### src/trrt_pkg.sv
// Shared types and codes for the threshold relay rule table.
`default_nettype none

package trrt_pkg;

  localparam int SLOT_W = 2;
  localparam int KIND_W = 2;
  localparam int RELAY_W = 3;
  localparam int FIELD_W = 16;
  localparam int RELAY_OUT_W = 8;

  localparam logic OP_STORE = 1'b0;
  localparam logic OP_APPLY = 1'b1;

  typedef enum logic [KIND_W-1:0] {
    KIND_EMPTY = 2'd0,
    KIND_LESS = 2'd1,
    KIND_GREATER = 2'd2,
    KIND_INERT = 2'd3
  } rule_kind_t;

  typedef struct packed {
    logic operation;
    logic [SLOT_W-1:0] sensor_slot;
    logic [KIND_W-1:0] rule_kind;
    logic signed [FIELD_W-1:0] threshold;
    logic [RELAY_W-1:0] relay_select;
    logic signed [FIELD_W-1:0] reading;
  } in_item_t;

  typedef struct packed {
    logic [RELAY_OUT_W-1:0] relay_states;
    logic rule_dropped;
  } out_item_t;

  typedef struct packed {
    logic op;
    logic [SLOT_W-1:0] slot;
    logic [KIND_W-1:0] kind;
    logic [RELAY_W-1:0] relay;
    logic placed;
  } cell_ctrl_t;

endpackage

`default_nettype wire

### src/trrt_cell.sv
// One column of rule cells: clears, places and evaluates rules as a beat passes through.
`default_nettype none

module trrt_cell #(
  parameter int NUM_PARAMS = 4,
  parameter int NUM_RELAYS = 8,
  parameter int VALUE_BITS = 16
) (
  input  logic                          clk,
  input  logic                          rst,
  input  logic                          in_valid,
  input  trrt_pkg::cell_ctrl_t          in_ctrl,
  input  logic signed [VALUE_BITS-1:0]  in_operand,
  input  logic [NUM_RELAYS-1:0]         in_levels,
  input  logic                          hold,
  output logic                          out_valid,
  output trrt_pkg::cell_ctrl_t          out_ctrl,
  output logic signed [VALUE_BITS-1:0]  out_operand,
  output logic [NUM_RELAYS-1:0]         out_levels
);
  import trrt_pkg::*;

  localparam int ROW_W = (NUM_PARAMS > 1) ? $clog2(NUM_PARAMS) : 1;

  logic [KIND_W-1:0]            kind_col [NUM_PARAMS];
  logic signed [VALUE_BITS-1:0] bound_col [NUM_PARAMS];
  logic [RELAY_W-1:0]           relay_col [NUM_PARAMS];

  logic [KIND_W-1:0]            kind_next [NUM_PARAMS];
  logic signed [VALUE_BITS-1:0] bound_next [NUM_PARAMS];
  logic [RELAY_W-1:0]           relay_next [NUM_PARAMS];
  logic                         placed_next;
  logic [NUM_RELAYS-1:0]        levels_next;

  logic [ROW_W-1:0]             row;
  logic                         row_ok;
  logic [KIND_W-1:0]            sel_kind;
  logic                         drive;
  logic                         hit;

  assign row = ROW_W'(in_ctrl.slot);
  assign row_ok = 32'(in_ctrl.slot) < 32'(NUM_PARAMS);

  always_comb begin
    kind_next = kind_col;
    bound_next = bound_col;
    relay_next = relay_col;
    placed_next = in_ctrl.placed;
    levels_next = in_levels;
    sel_kind = KIND_EMPTY;
    drive = 1'b0;
    hit = 1'b0;
    if (in_ctrl.op == OP_STORE) begin
      for (int i = 0; i < NUM_PARAMS; i++) begin
        if (relay_col[i] == in_ctrl.relay) begin
          kind_next[i] = KIND_EMPTY;
        end
      end
      if (row_ok && !in_ctrl.placed && kind_next[row] == KIND_EMPTY) begin
        kind_next[row] = in_ctrl.kind;
        bound_next[row] = in_operand;
        relay_next[row] = in_ctrl.relay;
        placed_next = 1'b1;
      end
    end else if (row_ok) begin
      sel_kind = kind_col[row];
      case (sel_kind)
        KIND_LESS: begin
          drive = 1'b1;
          hit = in_operand < bound_col[row];
        end
        KIND_GREATER: begin
          drive = 1'b1;
          hit = in_operand > bound_col[row];
        end
        default: begin
          drive = 1'b0;
          hit = 1'b0;
        end
      endcase
      for (int r = 0; r < NUM_RELAYS; r++) begin
        if (drive && 32'(relay_col[row]) == 32'(r)) begin
          levels_next[r] = hit;
        end
      end
    end
  end

  always_ff @(posedge clk) begin
    if (rst) begin
      for (int i = 0; i < NUM_PARAMS; i++) begin
        kind_col[i] <= KIND_EMPTY;
        bound_col[i] <= '0;
        relay_col[i] <= '0;
      end
    end else if (in_valid) begin
      kind_col <= kind_next;
      bound_col <= bound_next;
      relay_col <= relay_next;
    end
  end

  always_ff @(posedge clk) begin
    if (rst) begin
      out_valid <= 1'b0;
    end else begin
      out_valid <= in_valid || (out_valid && hold);
    end
  end

  always_ff @(posedge clk) begin
    if (in_valid) begin
      out_ctrl <= '{op: in_ctrl.op, slot: in_ctrl.slot, kind: in_ctrl.kind,
                    relay: in_ctrl.relay, placed: placed_next};
      out_operand <= in_operand;
      out_levels <= levels_next;
    end
  end

endmodule

`default_nettype wire

### src/threshold_relay_rule_table_core.sv
// Top level of the threshold relay rule table: a chain of rule columns and the result register.
//
// Input beats carry either a rule to store or a sensor reading to apply; every beat
// returns one result beat with the relay levels and a flag set when a stored rule found
// no free cell in its sensor row. A beat enters the first column at acceptance and moves
// one column per cycle; each column clears rules that drive the same relay, places the
// rule in the first free cell of the row, or evaluates that row's rule against the
// reading. The result moves from the last column into the output register. One beat is
// in the chain at a time, so the block takes no new beat until the last one has left
// the chain. in_ready rises again as soon as the result has moved into the output
// register, so the next beat can enter while that result still waits. If the receiver
// stalls with a result pending, the following beat waits at the end of the chain and
// holds in_ready low. Reset empties every rule cell, turns all relays off and drops any
// beat in flight.
`default_nettype none

module threshold_relay_rule_table_core #(
  parameter int NUM_PARAMS = 4,
  parameter int NUM_RELAYS = 8,
  parameter int VALUE_BITS = 16
) (
  input  logic                clk,
  input  logic                rst,
  input  logic                in_valid,
  output logic                in_ready,
  input  trrt_pkg::in_item_t  in_data,
  output logic                out_valid,
  input  logic                out_ready,
  output trrt_pkg::out_item_t out_data
);
  import trrt_pkg::*;

  localparam int EXT_W = (VALUE_BITS > FIELD_W) ? VALUE_BITS : FIELD_W;
  localparam int LVL_W = (NUM_RELAYS > RELAY_OUT_W) ? NUM_RELAYS : RELAY_OUT_W;
  localparam int LAST = NUM_RELAYS - 1;

  logic [NUM_RELAYS-1:0]        relay_levels;
  logic [NUM_RELAYS-1:0]        cell_valid;
  cell_ctrl_t                   cell_ctrl [NUM_RELAYS];
  logic signed [VALUE_BITS-1:0] cell_operand [NUM_RELAYS];
  logic [NUM_RELAYS-1:0]        cell_levels [NUM_RELAYS];

  logic                         accept;
  logic [FIELD_W-1:0]           raw_value;
  logic [EXT_W-1:0]             raw_ext;
  logic signed [VALUE_BITS-1:0] entry_operand;
  cell_ctrl_t                   entry_ctrl;
  logic                         xfer;
  logic                         stall;
  logic [LVL_W-1:0]             levels_ext;

  assign in_ready = !(|cell_valid);
  assign accept = in_valid && in_ready;

  assign raw_value = (in_data.operation == OP_STORE) ? in_data.threshold : in_data.reading;
  assign raw_ext = EXT_W'(raw_value);
  assign entry_operand = signed'(raw_ext[VALUE_BITS-1:0]);
  assign entry_ctrl = '{op: in_data.operation, slot: in_data.sensor_slot,
                        kind: in_data.rule_kind, relay: in_data.relay_select,
                        placed: 1'b0};

  assign xfer = cell_valid[LAST] && (!out_valid || out_ready);
  assign stall = out_valid && !out_ready;

  for (genvar j = 0; j < NUM_RELAYS; j++) begin : g_col
    if (j == 0) begin : g_first
      trrt_cell #(
        .NUM_PARAMS(NUM_PARAMS),
        .NUM_RELAYS(NUM_RELAYS),
        .VALUE_BITS(VALUE_BITS)
      ) u_cell (
        .clk(clk),
        .rst(rst),
        .in_valid(accept),
        .in_ctrl(entry_ctrl),
        .in_operand(entry_operand),
        .in_levels(relay_levels),
        .hold((LAST == 0) ? stall : 1'b0),
        .out_valid(cell_valid[j]),
        .out_ctrl(cell_ctrl[j]),
        .out_operand(cell_operand[j]),
        .out_levels(cell_levels[j])
      );
    end else begin : g_next
      trrt_cell #(
        .NUM_PARAMS(NUM_PARAMS),
        .NUM_RELAYS(NUM_RELAYS),
        .VALUE_BITS(VALUE_BITS)
      ) u_cell (
        .clk(clk),
        .rst(rst),
        .in_valid(cell_valid[j-1]),
        .in_ctrl(cell_ctrl[j-1]),
        .in_operand(cell_operand[j-1]),
        .in_levels(cell_levels[j-1]),
        .hold((j == LAST) ? stall : 1'b0),
        .out_valid(cell_valid[j]),
        .out_ctrl(cell_ctrl[j]),
        .out_operand(cell_operand[j]),
        .out_levels(cell_levels[j])
      );
    end
  end

  assign levels_ext = LVL_W'(cell_levels[LAST]);

  always_ff @(posedge clk) begin
    if (rst) begin
      relay_levels <= '0;
      out_valid <= 1'b0;
    end else begin
      if (xfer) begin
        relay_levels <= cell_levels[LAST];
        out_valid <= 1'b1;
      end else if (out_ready) begin
        out_valid <= 1'b0;
      end
    end
  end

  always_ff @(posedge clk) begin
    if (xfer) begin
      out_data.relay_states <= levels_ext[RELAY_OUT_W-1:0];
      out_data.rule_dropped <= (cell_ctrl[LAST].op == OP_STORE) && !cell_ctrl[LAST].placed;
    end
  end

`ifndef SYNTHESIS
  a_single_beat: assert property (@(posedge clk) disable iff (rst)
    $onehot0(cell_valid))
    else $error("more than one beat in the column chain");

  a_chain_latency: assert property (@(posedge clk) disable iff (rst)
    accept |-> ##NUM_RELAYS cell_valid[LAST])
    else $error("beat did not reach the last column on time");

  a_levels_hold: assert property (@(posedge clk) disable iff (rst)
    !xfer |=> $stable(relay_levels))
    else $error("relay levels changed without a finished beat");

  a_apply_not_dropped: assert property (@(posedge clk) disable iff (rst)
    (xfer && cell_ctrl[LAST].op == OP_APPLY) |=> !out_data.rule_dropped)
    else $error("apply beat reported a dropped rule");
`endif

endmodule

`default_nettype wire
### config.mk
export PLATFORM = sky130hd
export DESIGN_NAME = threshold_relay_rule_table_core
export DESIGN_NICKNAME = d
export VERILOG_FILES = /design/src/trrt_pkg.sv /design/src/trrt_cell.sv /design/src/threshold_relay_rule_table_core.sv
export SDC_FILE = /design/constraint.sdc
export NUM_CORES = 2
export LEC_CHECK = 0
export BUFFER_PORTS_ARGS = -buffer_cell sky130_fd_sc_hd__buf_2
export CORE_MARGIN = 5
export CORE_UTILIZATION = 35
export DETAILED_ROUTE_END_ITERATION = 16
export PLACE_DENSITY_LB_ADDON = 0.05
export SLEW_MARGIN = 20
export SYNTH_ARGS = -nofsm -noshare
export SYNTH_HDL_FRONTEND = slang
export SYNTH_SLANG_ARGS = --single-unit
### constraint.sdc
create_clock -name clk -period 6 [get_ports clk]
set_input_delay 0.9 -clock clk [delete_from_list [all_inputs] [get_ports clk]]
set_output_delay 0.9 -clock clk [all_outputs]
set_load 0.02 [all_outputs]
==> results.py <==
metrics = {
    "sta": {
        "tightest_slew_ps": 1010,
        "fmax_ghz": 0.230,
        "layout_min_cycle_time_ps": 4350,
        "slew_violations": 0,
        "hold_ws_ps": 450,
        "finalCritPeriodShare_pct": 72.5,
        "setup_viol": 0,
        "max_slew_margin_pct": 32.5,
        "grt_setup_unrepaired": "false",
        "hold_viol_final": 0,
        "clock_skew_ps": 24.4,
        "finalSetupTns_ps": 0,
        "finalWorstSetupSlack_ps": 1650,
    },
    "logic_synthesis": {
        "synth_common_cells": "dfxtp_1 (689), nor2_1 (511), mux2i_1 (401)",
        "ys_types": 75,
        "netlist_area_mm2": 0.0433,
        "syn_area_per_cell_um2": 10.7,
        "yosysTopAreaCell": "dfxtp_1",
        "ys_seq_elements": 939,
        "synthArstFlopShare_pct": 0,
        "ys_seq_area_share_pct": 49.2,
        "synth_edf_count": 250,
        "synth_top_area_share_pct": 31.8,
        "synth_area_leaders": "dfxtp_1 (32%), edfxtp_1 (17%), mux2i_1 (9.3%)",
        "netlist_instances": 4056,
        "ys_warn_count": 0,
        "synth-main-ff-cell": "dfxtp_1",
        "synth.net_count": 4244,
        "synth_most_common_cell": "dfxtp_1",
    },
    "setup_path": {
        "worstRegToRegCells": 10,
        "worstPathArrival_ps": 4910,
        "worst-path-max-fanout": 14,
        "startpoint_type": "register",
        "reg2reg_from": "g_col[6].g_next.u_cell.out_ctrl[6]$_DFFE_PP_",
        "crit_end": "g_col[7].g_next.u_cell.out_levels[2]$_DFFE_PP_",
        "reg2reg_to": "g_col[7].g_next.u_cell.out_levels[2]$_DFFE_PP_",
        "end_kind": "register",
        "crit_path_start": "g_col[6].g_next.u_cell.out_ctrl[6]$_DFFE_PP_",
        "worstSetupPathType": "register to register",
        "regToRegSetupSlack_ps": 1650,
        "crit_required_ps": 6560,
    },
    "clock_network": {
        "clock-sinks": 939,
        "cts_setup_buffers": 0,
        "cts_tree": "yes",
        "path_clk_slew_ps": 60,
        "cts_root_buf": "clkbuf_16",
        "cts_buffer_depth": 3,
        "htree_levels": 3,
        "cts_hold_buffers": 0,
        "clock_latency_ps": 700,
        "cts_made_buffers": 109,
        "ctsResizeCount": 0,
    },
    "layout": {
        "instances_no_fill": 5754,
        "nets": 4209,
        "syn2layout_area_growth_pct": 12.2,
        "drive_gt1_share_pct": 13.5,
        "final_cell_area_mm2": 0.0486,
    },
    "global_routing": {
        "antenna_found_initial": 2,
        "gr-total-overflow": 0,
        "grt_start_max_net_pins": 154,
        "grt_pass1_wl_mm": 187,
        "first_global_vias": 29689,
        "grtUsageTotal_pct": 18.1,
    },
    "pwr": {
        "powerDensity_mw_per_mm2": 285,
        "vdd_drop_max_mv": 0.206,
        "p_leak_uw": 0.0186,
    },
    "placed_design": {
        "postPlaceCellArea_mm2": 0.0450,
        "port_buffers": 54,
        "hpwl_mm": 77.9,
        "place_inst": 5547,
        "pre_cts_slack_ps": 1520,
        "place_congestion": 0.767,
    },
    "detailed_routing": {
        "drcViolationCount": 0,
        "drt_pass1_iterations": 5,
        "drt_iter0_drc": 1809,
        "vias": 29654,
        "wl_met1_mm": 57.9,
        "ant_nets": 0,
        "wl_met2_mm": 56.7,
        "via_per_inst": 5.15,
        "wl_per_cell_um": 21.0,
        "top_layer_used": "met4",
        "dr_wl_met3_mm": 4.12,
        "wl_mm": 121,
    },
    "hold_path": {
        "min_path_type": "register to register",
        "hold_depth": 2,
    },
    "status": {
        "status": "finished clean",
    },
    "die": {
        "coreArea_mm2": 0.123,
        "placementRows": 129,
        "fp.dieH_um": 362,
        "die_width_um": 362,
        "ios": 55,
        "die_area_mm2": 0.131,
        "initial_core_util_pct": 35.1,
    },
    "job": {
        "cap_violations": 0,
    },
}
sequential cells by signal, summed over array words and instances, names as in the netlist:
name / cells
g_col.g_first.u_cell.bound_col: 64
g_col.g_first.u_cell.kind_col: 8
g_col.g_first.u_cell.out_ctrl: 9
g_col.g_first.u_cell.out_levels: 8
g_col.g_first.u_cell.out_operand: 16
g_col.g_first.u_cell.out_valid: 1
g_col.g_first.u_cell.relay_col: 12
g_col.g_next.u_cell.bound_col: 448
g_col.g_next.u_cell.kind_col: 56
g_col.g_next.u_cell.out_ctrl: 56
g_col.g_next.u_cell.out_levels: 56
g_col.g_next.u_cell.out_operand: 96
g_col.g_next.u_cell.out_valid: 7
g_col.g_next.u_cell.relay_col: 84
out_data: 9
out_valid: 1
relay_levels: 8
final cells by class:
type	instances	area [µm²]
fillers	12136	74700
diodes	1	2.50
well taps	1637	2050
clock buffers	152	3060
clock inverters	54	533
repair buffers	118	798
multi-input cells	2688	20200
inverters	165	619
flip-flops and latches	939	21300
cell families (layout without fill, tap and decap cells):
| group | count (synthesis) | after routing | share of synthesized area (%) |
|---|---|---|---|
| AO/OA/AOI/OAI | 484 | 484 | 6.94 |
| AND/OR/NAND/NOR | 1339 | 1339 | 14.1 |
| adder cells (fa/ha/maj) | 144 | 144 | 4.16 |
| other | 0 | 1 | 0 |
| buffers and inverters | 429 | 489 | 4.27 |
| XOR/XNOR | 96 | 96 | 1.94 |
| flip-flops | 939 | 939 | 49.2 |
| multiplexers | 625 | 625 | 19.5 |
layout by cell type (no fill, tap or decap), types with 111 or more instances in the layout:
| cell | synthesis | layout |
|---|---|---|
| mux4_2 | 168 | 168 |
| clkbuf_16 | 0 | 111 |
| edfxtp_1 | 250 | 250 |
| nand3_1 | 265 | 265 |
| ha_1 | 144 | 144 |
| mux2i_1 | 401 | 401 |
| a21oi_1 | 289 | 289 |
| nand2_1 | 309 | 309 |
| inv_1 | 164 | 164 |
| nor2_1 | 511 | 511 |
| dfxtp_1 | 689 | 683 |
per-layer routing:
layer	vias up	GRT usage [%]
met3	122	2.20
met2	455	29.9
li1	14428	-
met5	-	0
met4	0	4.22
met1	14649	25.3
critical path: stages (launching register included):
cell	delay, ps
edfxtp_1	1010
buf_4	400
mux4_2	530
inv_1	70
ha_1	230
a21oi_1	140
o21ai_0	100
a221oi_1	370
mux2i_1	390
mux2i_1	690
mux2_2	280
worst min-delay path by stage:
stage | from | end
floorplan | g_col[0].g_first.u_cell.out_ctrl[1]$_DFFE_PP_ | g_col[1].g_next.u_cell.out_ctrl[1]$_DFFE_PP_
global placement | g_col[1].g_next.u_cell.bound_col[24]$_SDFFE_PP0P_ | g_col[1].g_next.u_cell.bound_col[24]$_SDFFE_PP0P_
detailed placement | g_col[6].g_next.u_cell.bound_col[28]$_SDFFE_PP0P_ | g_col[6].g_next.u_cell.bound_col[28]$_SDFFE_PP0P_
CTS | in_data[35] | g_col[0].g_first.u_cell.out_ctrl[4]$_DFFE_PP_
global route | in_data[35] | g_col[0].g_first.u_cell.out_ctrl[4]$_DFFE_PP_
finish | g_col[6].g_next.u_cell.bound_col[28]$_SDFFE_PP0P_ | g_col[6].g_next.u_cell.bound_col[28]$_SDFFE_PP0P_
per-stage QoR:
step	total power [µW]	util, %
final	13900	39.4
after global routing	14400	39.4
after CTS	14100	39.4
after detailed placement	7280	36.5
after global placement	7290	36.5
after floorplan	7080	-
power by group:
group          total [µW]  internal (µW)  switching (µW)
registers            6680           6560             118
logic                 454            159             295
clock network        6730           3980            2750
(Power assumes the default switching activity.)
